--- config.mk ---
export PLATFORM = sky130hd
export DESIGN_NAME = text_content_classifier_top
export DESIGN_NICKNAME = d
export VERILOG_FILES = /design/src/hdl/tcc_pkg.sv /design/src/hdl/tcc_judge.sv /design/src/hdl/text_content_classifier_top.sv
export SDC_FILE = /design/constraint.sdc
export NUM_CORES = 1
export LEC_CHECK = 0
export BUFFER_PORTS_ARGS = -buffer_cell sky130_fd_sc_hd__buf_2
export CORE_MARGIN = 2
export CORE_UTILIZATION = 35
export DETAILED_ROUTE_END_ITERATION = 7
export MAX_ROUTING_LAYER = met4
export PLACE_DENSITY = 0.63
export SYNTH_ARGS = -nofsm -noshare
export SYNTH_HDL_FRONTEND = slang
export SYNTH_SLANG_ARGS = --single-unit
--- constraint.sdc ---
create_clock -name clk_i -period 3.22 [get_ports clk_i]
set_input_delay 0.483 -clock clk_i [delete_from_list [all_inputs] [get_ports clk_i]]
set_output_delay 0.483 -clock clk_i [all_outputs]
set_load 0.02 [all_outputs]
--- src/hdl/tcc_pkg.sv ---
`default_nettype none
// ----------------------------------------------------------------------------
// tcc_pkg
// Types, character codes and helpers shared by the text content classifier.
// ----------------------------------------------------------------------------
package tcc_pkg;

  // Result class codes
  typedef enum logic [2:0] {
    CLS_BINARY  = 3'd0,
    CLS_ASM     = 3'd1,
    CLS_NROFF   = 3'd2,
    CLS_CMDS    = 3'd3,
    CLS_YACC    = 3'd4,
    CLS_XMAIL   = 3'd5,
    CLS_C_PROG  = 3'd6,
    CLS_TEXT    = 3'd7
  } file_class_e;

  // Lookahead rule waiting on later bytes
  typedef enum logic [1:0] {
    PEND_NONE = 2'd0,
    PEND_DOT  = 2'd1,
    PEND_PCT  = 2'd2
  } pend_e;

  localparam logic [7:0] ChDot    = 8'h2E;
  localparam logic [7:0] ChColon  = 8'h3A;
  localparam logic [7:0] ChSharp  = 8'h23;
  localparam logic [7:0] ChPct    = 8'h25;
  localparam logic [7:0] ChLBrace = 8'h7B;
  localparam logic [7:0] ChRBrace = 8'h7D;
  localparam logic [7:0] ChNl     = 8'h0A;
  localparam logic [7:0] ChSemi   = 8'h3B;
  localparam logic [7:0] ChSpace  = 8'h20;
  localparam logic [7:0] ChBang   = 8'h21;

  localparam int unsigned  DotWordLen = 5;
  localparam logic [4:0]   PhaseLast  = 5'd21;  // position 22 of each group

  typedef struct packed {
    logic        at_line_start;
    logic [7:0]  byte_before;
    logic        early_found;
    file_class_e early_class;
    logic        seen_sharp_semi;
    logic        seen_brace;
    logic        xmail_flag;
    logic [4:0]  phase;
    logic        binary_seen;
    pend_e       pend;
    logic [2:0]  dot_cnt;     // letters of "globl" matched so far
    logic        dot_ls;      // pending dot stood at line start
  } tcc_state_t;

  localparam tcc_state_t StInit = '{
    at_line_start:   1'b1,
    byte_before:     8'h00,
    early_found:     1'b0,
    early_class:     CLS_BINARY,
    seen_sharp_semi: 1'b0,
    seen_brace:      1'b0,
    xmail_flag:      1'b0,
    phase:           5'd0,
    binary_seen:     1'b0,
    pend:            PEND_NONE,
    dot_cnt:         3'd0,
    dot_ls:          1'b0
  };

  // Printable 7-bit, whitespace, backspace or bell
  function automatic logic byte_is_text(input logic [7:0] c);
    byte_is_text = ((c >= 8'h20) && (c <= 8'h7E)) || ((c >= 8'h07) && (c <= 8'h0D));
  endfunction

  // Letters of "globl" after the dot
  function automatic logic [7:0] dot_char(input logic [2:0] idx);
    logic [7:0] r;
    case (idx)
      3'd0:    r = 8'h67;  // g
      3'd1:    r = 8'h6C;  // l
      3'd2:    r = 8'h6F;  // o
      3'd3:    r = 8'h62;  // b
      3'd4:    r = 8'h6C;  // l
      default: r = 8'h00;
    endcase
    dot_char = r;
  endfunction

endpackage
`default_nettype wire

--- src/hdl/tcc_judge.sv ---
`default_nettype none
// ----------------------------------------------------------------------------
// tcc_judge
// Per-byte rule update: takes the classifier state and one byte, gives the
// next state and the class the head would get if it ended here.
// ----------------------------------------------------------------------------
module tcc_judge (
  input  wire tcc_pkg::tcc_state_t state_i,
  input  wire logic [7:0]      data_byte_i,
  input  wire logic            take_i,      // byte lies inside the window
  input  wire logic            last_i,
  output tcc_pkg::tcc_state_t  state_o,
  output tcc_pkg::file_class_e file_class_o
);
  import tcc_pkg::*;

  tcc_state_t n;
  logic       fired;
  logic       skip;
  logic [7:0] c;

  always_comb begin
    n     = state_i;
    fired = 1'b0;
    skip  = 1'b0;
    c     = data_byte_i;

    if (take_i) begin
      if (!byte_is_text(c)) begin
        n.binary_seen = 1'b1;
      end
      if (!state_i.early_found) begin
        // resolve a rule started by an earlier byte
        case (state_i.pend)
          PEND_DOT: begin
            if (c == dot_char(state_i.dot_cnt)) begin
              if (state_i.dot_cnt == 3'(DotWordLen - 1)) begin
                n.early_class = CLS_ASM;
                n.pend        = PEND_NONE;
                fired         = 1'b1;
              end else begin
                n.dot_cnt = state_i.dot_cnt + 3'd1;
              end
            end else begin
              n.pend = PEND_NONE;
              if (state_i.dot_ls) begin
                n.early_class = CLS_NROFF;
                fired         = 1'b1;
              end
            end
          end
          PEND_PCT: begin
            n.pend = PEND_NONE;
            if ((c == ChPct) || (c == ChLBrace) || (c == ChRBrace)) begin
              n.early_class = CLS_YACC;
              fired         = 1'b1;
            end
          end
          default: ;
        endcase

        if (!fired) begin
          if (c == ChDot) begin
            n.pend    = PEND_DOT;
            n.dot_cnt = 3'd0;
            n.dot_ls  = state_i.at_line_start;
            // line-start dot ends as assembler or nroff either way
            skip      = state_i.at_line_start;
          end
          if (state_i.at_line_start) begin
            if (c == ChColon) begin
              n.early_class = CLS_CMDS;
              fired         = 1'b1;
            end else if (c == ChSharp) begin
              n.seen_sharp_semi = 1'b1;
            end else if (c == ChPct) begin
              n.pend = PEND_PCT;
            end
          end
          if (!fired && !skip) begin
            if ((c == ChLBrace) || (c == ChRBrace)) begin
              n.seen_brace = 1'b1;
            end
            if (c == ChNl) begin
              n.at_line_start = 1'b1;
              if (state_i.byte_before == ChSemi) begin
                n.seen_sharp_semi = 1'b1;
              end
              if (state_i.phase == PhaseLast) begin
                if ((state_i.byte_before == ChSpace) || (state_i.byte_before == ChBang)) begin
                  n.xmail_flag = 1'b1;
                end
              end else begin
                n.xmail_flag = 1'b0;
              end
            end else begin
              n.at_line_start = 1'b0;
            end
            n.phase       = (state_i.phase >= PhaseLast) ? 5'd0 : state_i.phase + 5'd1;
            n.byte_before = c;
          end
        end
        if (fired) begin
          n.early_found = 1'b1;
        end
      end
    end

    // end of head: a dot at line start without "globl" after it is nroff
    if (last_i && !n.early_found && (n.pend == PEND_DOT) && n.dot_ls) begin
      n.early_found = 1'b1;
      n.early_class = CLS_NROFF;
    end

    if (n.binary_seen) begin
      file_class_o = CLS_BINARY;
    end else if (n.early_found) begin
      file_class_o = n.early_class;
    end else if (n.xmail_flag) begin
      file_class_o = CLS_XMAIL;
    end else if (n.seen_sharp_semi && n.seen_brace) begin
      file_class_o = CLS_C_PROG;
    end else begin
      file_class_o = CLS_TEXT;
    end
    state_o = n;
  end

endmodule
`default_nettype wire

--- src/hdl/text_content_classifier_top.sv ---
`default_nettype none
// Path: the byte marked last passes the input register, then the result
//   register, before its class is offered on the output.
// Throughput: one byte per cycle; the input stalls only while a finished class
//   waits in the result register and the next last byte is already staged.
// Reset: asynchronous, active low; clears all rule state, the byte count and
//   both valid flags. State also returns to reset values after each result.
// ----------------------------------------------------------------------------
// text_content_classifier_top
// Classifies a file head streamed one byte per item. Rules that need later
// bytes (".globl", line-start "%%", "%{" or "%}") are tracked as pending matches,
// so each byte is judged as it arrives and no lookahead buffer is needed.
// ----------------------------------------------------------------------------
module text_content_classifier_top #(
  parameter int unsigned WINDOW_BYTES = 512   // bytes that count, 8..65536
) (
  input  wire logic       clk_i,
  input  wire logic       rst_ni,
  input  wire logic       s_axis_tvalid_i,
  output      logic       s_axis_tready_o,
  input  wire logic [7:0] s_axis_tdata_i,   // [7:0] data_byte
  input  wire logic       s_axis_tlast_i,   // last_byte
  output      logic       m_axis_tvalid_o,
  input  wire logic       m_axis_tready_i,
  output      logic [7:0] m_axis_tdata_o    // [2:0] file_class, [7:3] zero
);
  import tcc_pkg::*;

  localparam int unsigned CntW = $clog2(WINDOW_BYTES + 1);

  // input register
  logic       s1_valid_q, s1_valid_d;
  logic [7:0] s1_byte_q;
  logic       s1_last_q;

  // rule state and window count
  tcc_state_t      st_q, st_d, st_next;
  logic [CntW-1:0] taken_q, taken_d;

  // result register
  logic        out_valid_q, out_valid_d;
  file_class_e out_class_q, cls;

  logic s_acc, advance, take;

  assign take = (taken_q < CntW'(WINDOW_BYTES));

  tcc_judge u_judge (
    .state_i      (st_q),
    .data_byte_i  (s1_byte_q),
    .take_i       (take),
    .last_i       (s1_last_q),
    .state_o      (st_next),
    .file_class_o (cls)
  );

  // staged byte moves on unless it is last and the result slot is still full
  assign advance = s1_valid_q && (!s1_last_q || !out_valid_q || m_axis_tready_i);
  assign s_axis_tready_o = !s1_valid_q || advance;
  assign s_acc = s_axis_tvalid_i && s_axis_tready_o;

  always_comb begin
    s1_valid_d  = s_acc ? 1'b1 : (advance ? 1'b0 : s1_valid_q);
    st_d        = st_q;
    taken_d     = taken_q;
    out_valid_d = (m_axis_tready_i) ? 1'b0 : out_valid_q;
    if (advance) begin
      if (s1_last_q) begin
        st_d        = StInit;
        taken_d     = '0;
        out_valid_d = 1'b1;
      end else begin
        st_d    = st_next;
        taken_d = taken_q + CntW'(take);
      end
    end
  end

  always_ff @(posedge clk_i or negedge rst_ni) begin
    if (!rst_ni) begin
      s1_valid_q  <= 1'b0;
      st_q        <= StInit;
      taken_q     <= '0;
      out_valid_q <= 1'b0;
    end else begin
      s1_valid_q  <= s1_valid_d;
      st_q        <= st_d;
      taken_q     <= taken_d;
      out_valid_q <= out_valid_d;
    end
  end

  // payload registers
  always_ff @(posedge clk_i) begin
    if (s_acc) begin
      s1_byte_q <= s_axis_tdata_i;
      s1_last_q <= s_axis_tlast_i;
    end
    if (advance && s1_last_q) begin
      out_class_q <= cls;
    end
  end

  assign m_axis_tvalid_o = out_valid_q;
  assign m_axis_tdata_o  = {5'd0, out_class_q};

endmodule
`default_nettype wire

Yosys cells after proc, flatten, opt, wreduce, memory -nomap -nowiden
Index checks and enable logic that the tools add are counted.
- output and inout port bits: 10
- register bits after elaboration: 52
- magnitude comparators: 6
- eq/ne operators: 21
- add/subtract/negate cells: 3
- reduce and logical (&&, ||, !) cells: 31
- mux-type cells: 72
- operators by type and width (cell ; count):
    8-bit by 6-bit equality test with 1-bit output, second input constant ; 7
    28-bit 2-to-1 mux ; 2
    1-bit 2-to-1 mux ; 35
    8-bit 2-to-1 mux ; 4
    3-bit 2-to-1 mux ; 10
    7-bit case mux with 4 select lines ; 1
    21-bit 2-to-1 mux ; 1
    6-bit 2-to-1 mux ; 3
    9-bit 2-to-1 mux ; 2
    8-bit by 7-bit equality test with 1-bit output, second input constant ; 2
    2-bit 2-to-1 mux ; 6
    11-bit 2-to-1 mux ; 1
    10-bit by 1-bit adder with 10-bit output ; 1
    1-bit logical AND ; 10
    10-bit less-than comparator, second input constant ; 1
    10-bit 2-to-1 mux ; 1
    8-bit by 4-bit equality test with 1-bit output, second input constant ; 1
    8-bit equality test ; 1
    8-bit by 3-bit greater-or-equal comparator with 1-bit output, second input constant ; 1
    8-bit by 6-bit greater-or-equal comparator with 1-bit output, second input constant ; 1
    8-bit by 4-bit <= comparator with 1-bit output, second input constant ; 1
    8-bit by 7-bit <= comparator with 1-bit output, second input constant ; 1
    1-bit logical OR ; 8
    4-bit 2-to-1 mux ; 2
    20 further kinds ; 30

Depth between registers and ports, before layout
- depth after elaboration: 26
- gate-level depth with buffers: 12
- mapped depth without buffers: 10

Modules after synthesis
Synthesis repeated with hierarchy kept, for this count alone.
- cell total of the unflattened synthesis: 359
- area total of the unflattened synthesis: 3387.0 µm²
- modules (own cells, without submodules) (module ; sequential area each (µm²) ; area an instance (µm²) ; instances ; cells each):
    text_content_classifier_top ; 1362.6 ; 2047.0 ; 1 ; 146
    tcc_judge ; 0.0 ; 1340.0 ; 1 ; 213

Worst setup path after synthesis
OpenSTA, ideal clock, no wires.
- kind: register -> register
- from: register st_q[1] (netlist name)
- to: register out_class_q[0], data pin
- path slack: 321 ps
- required time: 3030 ps
- cell stages (with the launch flop): 11
- arrival time: 2709 ps
- period minus slack after synthesis: 2899 ps
- path buffers: 0
- cells stage by stage: dfrtp_1 -> inv_1 -> ha_1 -> mux2i_2 -> a21boi_2 -> o221ai_2 -> or4_1 -> and2_1 -> o21ai_1 -> a221oi_1 -> a2111oi_2
- cells in the longest elaborated chain, start to end: 23
- elaborated cells between the ends (all ways): 48
- classes of those cells: 6 x eq/ne; 35 x mux; 7 x reduce/logical
- ends and longest elaborated chain (item ; line ; RTL):
    start, declared ; text_content_classifier_top.sv:37 ; tcc_state_t st_q, st_d, st_next;
    start signal, assigned ; text_content_classifier_top.sv:82 ; st_q <= StInit;
    start signal, assigned ; text_content_classifier_top.sv:87 ; st_q <= st_d;
    3-bit by 1-bit equality test with 1-bit output or 3-bit equality test (tied branches) ; tcc_pkg.sv:79, tcc_judge.sv:37 ;
    2-bit OR reduction (no line) ; - ;
    7-bit case mux with 4 select lines ; tcc_pkg.sv:79 ; case (idx)
    8-bit 2-to-1 mux ; tcc_judge.sv:34 ; case (state_i.pend)
    8-bit 2-to-1 mux ; tcc_judge.sv:32 ; if (!state_i.early_found) begin
    8-bit 2-to-1 mux ; tcc_judge.sv:28 ; if (take_i) begin
    8-bit equality test ; tcc_judge.sv:36 ; if (c == dot_char(state_i.dot_cnt)) begin
    1-bit 2-to-1 mux ; tcc_judge.sv:36 ;
    [... 5 more ...] ; - ;
    1-bit 2-to-1 mux ; tcc_judge.sv:28 ;
    1-bit 2-to-1 mux ; tcc_judge.sv:103 ; if (fired) begin
    21-bit 2-to-1 mux ; tcc_judge.sv:32 ;
    28-bit 2-to-1 mux (*) ; tcc_judge.sv:28 ;
    1-bit logical NOT ; tcc_judge.sv:110 ; if (last_i && !n.early_found && (n.pend == PEND_DOT) && n.dot_ls) begin
    1-bit logical AND (3 in series) ; tcc_judge.sv:110 ;
    4-bit 2-to-1 mux ; tcc_judge.sv:110 ;
    3-bit 2-to-1 mux (*) ; tcc_judge.sv:117 ; end else if (n.early_found) begin
    end signal, assigned ; text_content_classifier_top.sv:100 ; out_class_q <= cls;
    end, declared ; text_content_classifier_top.sv:42 ; file_class_e out_class_q, cls;
Mark *: on every way between the ends. The rest lies on a longest branch, timed or not. The select of a mux whose other input is x is not followed.
A chain may end at the register's enable or synchronous reset.

Worst setup path in the final report
- from: register st_q[1] (netlist name)
- to: register out_class_q[1], data pin
The elaborated chain is that of the path after synthesis.

==> impl_results.rst <==
.. list-table::
   :header-rows: 1

   * - Metric
     - Value
   * - Final Max Slew Viols
     - 0
   * - Final-layout worst hold slack
     - 0.2708 ns
   * - Initial DRC Count
     - approximately 160
   * - Final count of negative-setup-slack endpoints
     - 0
   * - Wire length of the first global-routing pass
     - 12780 µm
   * - Main combinational cell family by area after synthesis
     - simple AND/OR/NAND/NOR gates
   * - Skew-Pair Late Insertion Delay
     - 0.32 ns
   * - Power Density
     - 387.5 nW/µm²
   * - Met2 Routed Length
     - between 3000 and 4000 µm
   * - Reported max-cap violation count
     - 0
   * - Worst path max stage delay
     - 0.47 ns
   * - Yosys cell types
     - 66
   * - DR DRC count
     - 0
   * - Synth area leaders
     - sky130_fd_sc_hd__dfrtp_1, sky130_fd_sc_hd__edfxtp_1, sky130_fd_sc_hd__nand2_1
   * - Die span in y
     - 101.3 µm
   * - Area share of the leading cell type in the synthesized netlist
     - 29.43%
   * - Combined area of all synthesized cells
     - approximately 3300 µm²
   * - Highest clock rate
     - 317.1 MHz
   * - RSZ-0062 raised after global routing
     - yes
   * - Maximum number of pins on one net before global-route repair
     - 41
   * - CTS tree
     - yes
   * - Reg2Reg Setup Slack
     - 0.07 ns
   * - Final Cycle Share
     - a little over nine tenths
   * - Worst Path Max Fanout
     - 7
   * - Top Family by Delay on Critical Path
     - compound AO/OA/AOI/OAI gates
   * - CP required
     - around 3.4 ns
   * - Leak
     - 1.584 nW
   * - Total number of nets in the final design
     - between 400 and 500
   * - Area of the core
     - approximately 9200 µm²
   * - Post-synthesis register bit count
     - 52
   * - CP startpoint kind
     - flop
   * - Critical Path AT
     - between 3 and 4 ns
   * - Fraction of the mapped netlist area in compound gates
     - between 15 and 20%
   * - Type of the worst setup path
     - flop to flop
   * - Arithmetic-cell share of the synthesized area counting full adders, half adders and majority gates
     - 4.528%
   * - WL final
     - ~7500 µm
   * - Growth of design area from synthesis to finish
     - 13.66%
   * - DR top layer
     - met4
   * - Placement Rows
     - 35
   * - Number of sinks driven by the clock tree
     - 52
   * - Number of antenna violations at the first check in global routing
     - 0
   * - Routed length on met1
     - roughly 3500 µm
   * - Detailed placement HPWL
     - 5451 µm
   * - Buffers from clock root to sink, at most
     - 2
   * - Tightest Hold Check Type
     - input pin to asynchronous set/reset pin
   * - Main synth FF type
     - sky130_fd_sc_hd__dfrtp_1
   * - Number of global-route vias before repair
     - 2604
   * - Worst path cell trace
     - ha_1, ha_1, nor4b_4, o21a_1, a2bb2oi_4, a31oi_2, or2_2, o221a_2, nor4_4, o221a_1
   * - Xor and xnor area share after synthesis
     - approximately 1.6%
   * - Async set-or-reset flop fraction in the synthesized netlist
     - 76.92%
   * - Inserted Clock Buffers
     - 5
   * - Antenna fix cells
     - 0
   * - Critical path buffer and inverter count
     - 0
   * - Time the final worst path needs with I/O delays and setup
     - between 3 and 4 ns
   * - Starting Density
     - 36.05%
   * - Routed length per instance
     - 15.06 µm
   * - Die area
     - around 10000 µm²
   * - Die span in x
     - 101.3 µm
   * - Detail-routed via count per cell
     - 5.363
   * - Proportion of layout cells with a drive suffix above 1
     - 19.23%
   * - Slowest cell on the critical path
     - sky130_fd_sc_hd__dfrtp_2
   * - Outcome
     - completed
   * - H-tree Lvls
     - 2
   * - Total Negative Setup Slacks
     - 0 ns
   * - Number of fill cells in the layout
     - approximately 900
   * - Dominant cell type by area after synthesis
     - sky130_fd_sc_hd__dfrtp_1
   * - Cell at the root of the clock tree
     - sky130_fd_sc_hd__clkbuf_8
   * - GRT Residual Overflow
     - 0
   * - Worst path most repeated cell
     - sky130_fd_sc_hd__ha_1
   * - Synth warnings
     - 0
   * - Port bufs
     - 17
   * - Global Route Usage Sum
     - 16.08%
   * - Max-slew headroom at the worst pin
     - around two fifths
   * - Multiplexer share of the synthesized area
     - 4.415%
   * - Maximum ir drop on the vdd rail
     - between 0.0002 and 0.00025 V
   * - Detailed-router iteration count before antenna repair
     - 4
   * - Element type at the critical path end
     - flop
   * - Detailed-route via count
     - 2687
   * - Cells after synthesis
     - between 300 and 400
   * - Synthesized-area fraction occupied by and/or/nand/nor cells
     - approximately a quarter
   * - Met3 layer wire length in the routed design
     - 374 µm
   * - Synthesized area per cell
     - around 9.2 µm²
   * - I/O pin cnt
     - 23
   * - Hold Fails Final Rpt
     - 0
   * - Number of enable flip-flop cells after synthesis
     - 12
   * - Sequential cell area fraction in the yosys report
     - 41.09%
   * - Clock Skew
     - 0.01679 ns
   * - Last weighted congestion value of the routability-driven placer
     - ~0.86
   * - Count of nets left with antenna violations after detail routing
     - 0
   * - Slew of the pin with the lowest slew margin
     - 0.8792 ns
   * - Clock transition at the registers of the reported paths
     - about 0.12 ns
-- flip-flops by register name (all words and copies together), names as in the netlist --
| signal | count |
|---|---|
| s1_valid_q | 1 |
| s1_byte_q | 8 |
| s1_last_q | 1 |
| taken_q | 10 |
| out_class_q | 3 |
| st_q | 28 |
| m_axis_tvalid_o | 1 |
-- what timing repair did --
action,in CTS,in global routing
setup buffers,0,2
gates resized for setup,0,13
hold buffers,0,0
endpoints found under the setup margin,0,12
-- where the power goes --
group / switching (mW) / internal, mW / total, mW
registers: 0.0558 / 0.732 / 0.788
clock network: 0.244 / 0.205 / 0.450
logic: 0.133 / 0.0905 / 0.223
-- worst paths after layout --
check,from,end,cells past startpoint
worst min-delay path,rst_ni,st_q[5],1
worst max-delay path,st_q[1],out_class_q[1],10
max in group asynchronous,rst_ni,st_q[1],1
min in group clk_i,s_axis_tdata_i[0],s1_byte_q[0],1
worst min register to register,taken_q[0],taken_q[0],2
worst max register to register,st_q[1],out_class_q[1],10
-- cells in the mapped netlist (2+ instances only) --
master	count
sky130_fd_sc_hd__o31a_1	2
sky130_fd_sc_hd__xnor2_1	3
sky130_fd_sc_hd__nor3b_1	2
sky130_fd_sc_hd__nand4b_1	2
sky130_fd_sc_hd__nor3_1	16
sky130_fd_sc_hd__o31ai_1	2
sky130_fd_sc_hd__nand3b_1	4
sky130_fd_sc_hd__mux2_2	2
sky130_fd_sc_hd__dfrtp_1	39
sky130_fd_sc_hd__nor2b_1	7
sky130_fd_sc_hd__nand2b_1	7
sky130_fd_sc_hd__or3_1	3
sky130_fd_sc_hd__nor4_1	5
sky130_fd_sc_hd__o22ai_1	2
sky130_fd_sc_hd__nor2_1	30
sky130_fd_sc_hd__buf_4	5
sky130_fd_sc_hd__nand2_1	42
sky130_fd_sc_hd__inv_1	23
sky130_fd_sc_hd__nor4_4	2
sky130_fd_sc_hd__and3_1	2
sky130_fd_sc_hd__o21bai_1	2
sky130_fd_sc_hd__nor4b_1	2
sky130_fd_sc_hd__mux2i_1	11
sky130_fd_sc_hd__a2bb2oi_2	2
sky130_fd_sc_hd__xor2_1	3
sky130_fd_sc_hd__and2_1	7
sky130_fd_sc_hd__clkbuf_1	8
sky130_fd_sc_hd__buf_2	5
sky130_fd_sc_hd__edfxtp_1	12
sky130_fd_sc_hd__a21oi_1	8
sky130_fd_sc_hd__nand4_1	3
sky130_fd_sc_hd__o21a_1	6
sky130_fd_sc_hd__o221a_2	2
sky130_fd_sc_hd__ha_1	12
sky130_fd_sc_hd__a31oi_1	3
sky130_fd_sc_hd__a21o_1	2
sky130_fd_sc_hd__or2_2	4
sky130_fd_sc_hd__o221ai_1	2
sky130_fd_sc_hd__nand3_1	15
sky130_fd_sc_hd__o21ai_0	24
sky130_fd_sc_hd__a211o_1	2
-- cell type report --
cell class	instances	area [µm²]	area share, %
Multi-Input combinational cell	271	1842	48.87
Sequential cell	52	1364	36.19
Timing Repair Buffer	36	227.7	6.042
Tap cell	111	138.9	3.685
Clock buffer	6	93.84	2.490
Inverter	23	86.33	2.291
Clock inverter	2	16.27	0.4316
-- cell usage in the layout (no fill, tap or decap), drive strengths merged, types with 3 or more instances in the layout --
cell type and count:
nor2b 7, clkbuf 6, a31oi 5, inv 24, nor2 30, nand3b 4
dfrtp 39, o221a 3, o221ai 3, xor2 3, buf 36, nand3 15
edfxtp 12, ha 12, nand4 3, o21ai 25, mux2i 12, xnor2 3
a21oi 8, and2 7, or2 4, or3 3, conb 5, o21a 6
nor4b 4, nor3 17, and3 3, nor4 7, nand2b 7, nand2 42
-- cells by family after synthesis --
group | Yosys count
adder cells (fa/ha/maj) | 12
XOR/XNOR | 6
buffers and inverters | 42
multiplexers | 14
flip-flops | 52
AO/OA/AOI/OAI | 75
AND/OR/NAND/NOR | 158
other | 1
-- per-layer routing --
| layer | GRT usage (%) | vias up |
|---|---|---|
| met5 | - | - |
| met4 | 6.653 | 0 |
| met3 | 2.899 | 19 |
| met2 | 23.54 | 75 |
| met1 | 21.95 | 1259 |
| li1 | - | 1334 |
-- per-stage QoR --
| step | total power [mW] | cell area, µm² | util, % | setup WS [ns] | cells |
|---|---|---|---|---|---|
| finish | 1.460 | 3769 | 40.98 | 0.06635 | 501 |
| CTS | 1.477 | 3689 | 40.11 | 0.03280 | 498 |
| detailed placement | 1.021 | 3578 | 38.91 | 0.05917 | 490 |
| global placement | 1.013 | 3578 | 38.91 | 0.1834 | 490 |
| global route | 1.547 | 3769 | 40.98 | -0.05164 | 501 |
| floorplan | 0.9509 | 3331 | - | 0.3212 | 364 |
Power figures use the tool's default switching activity.
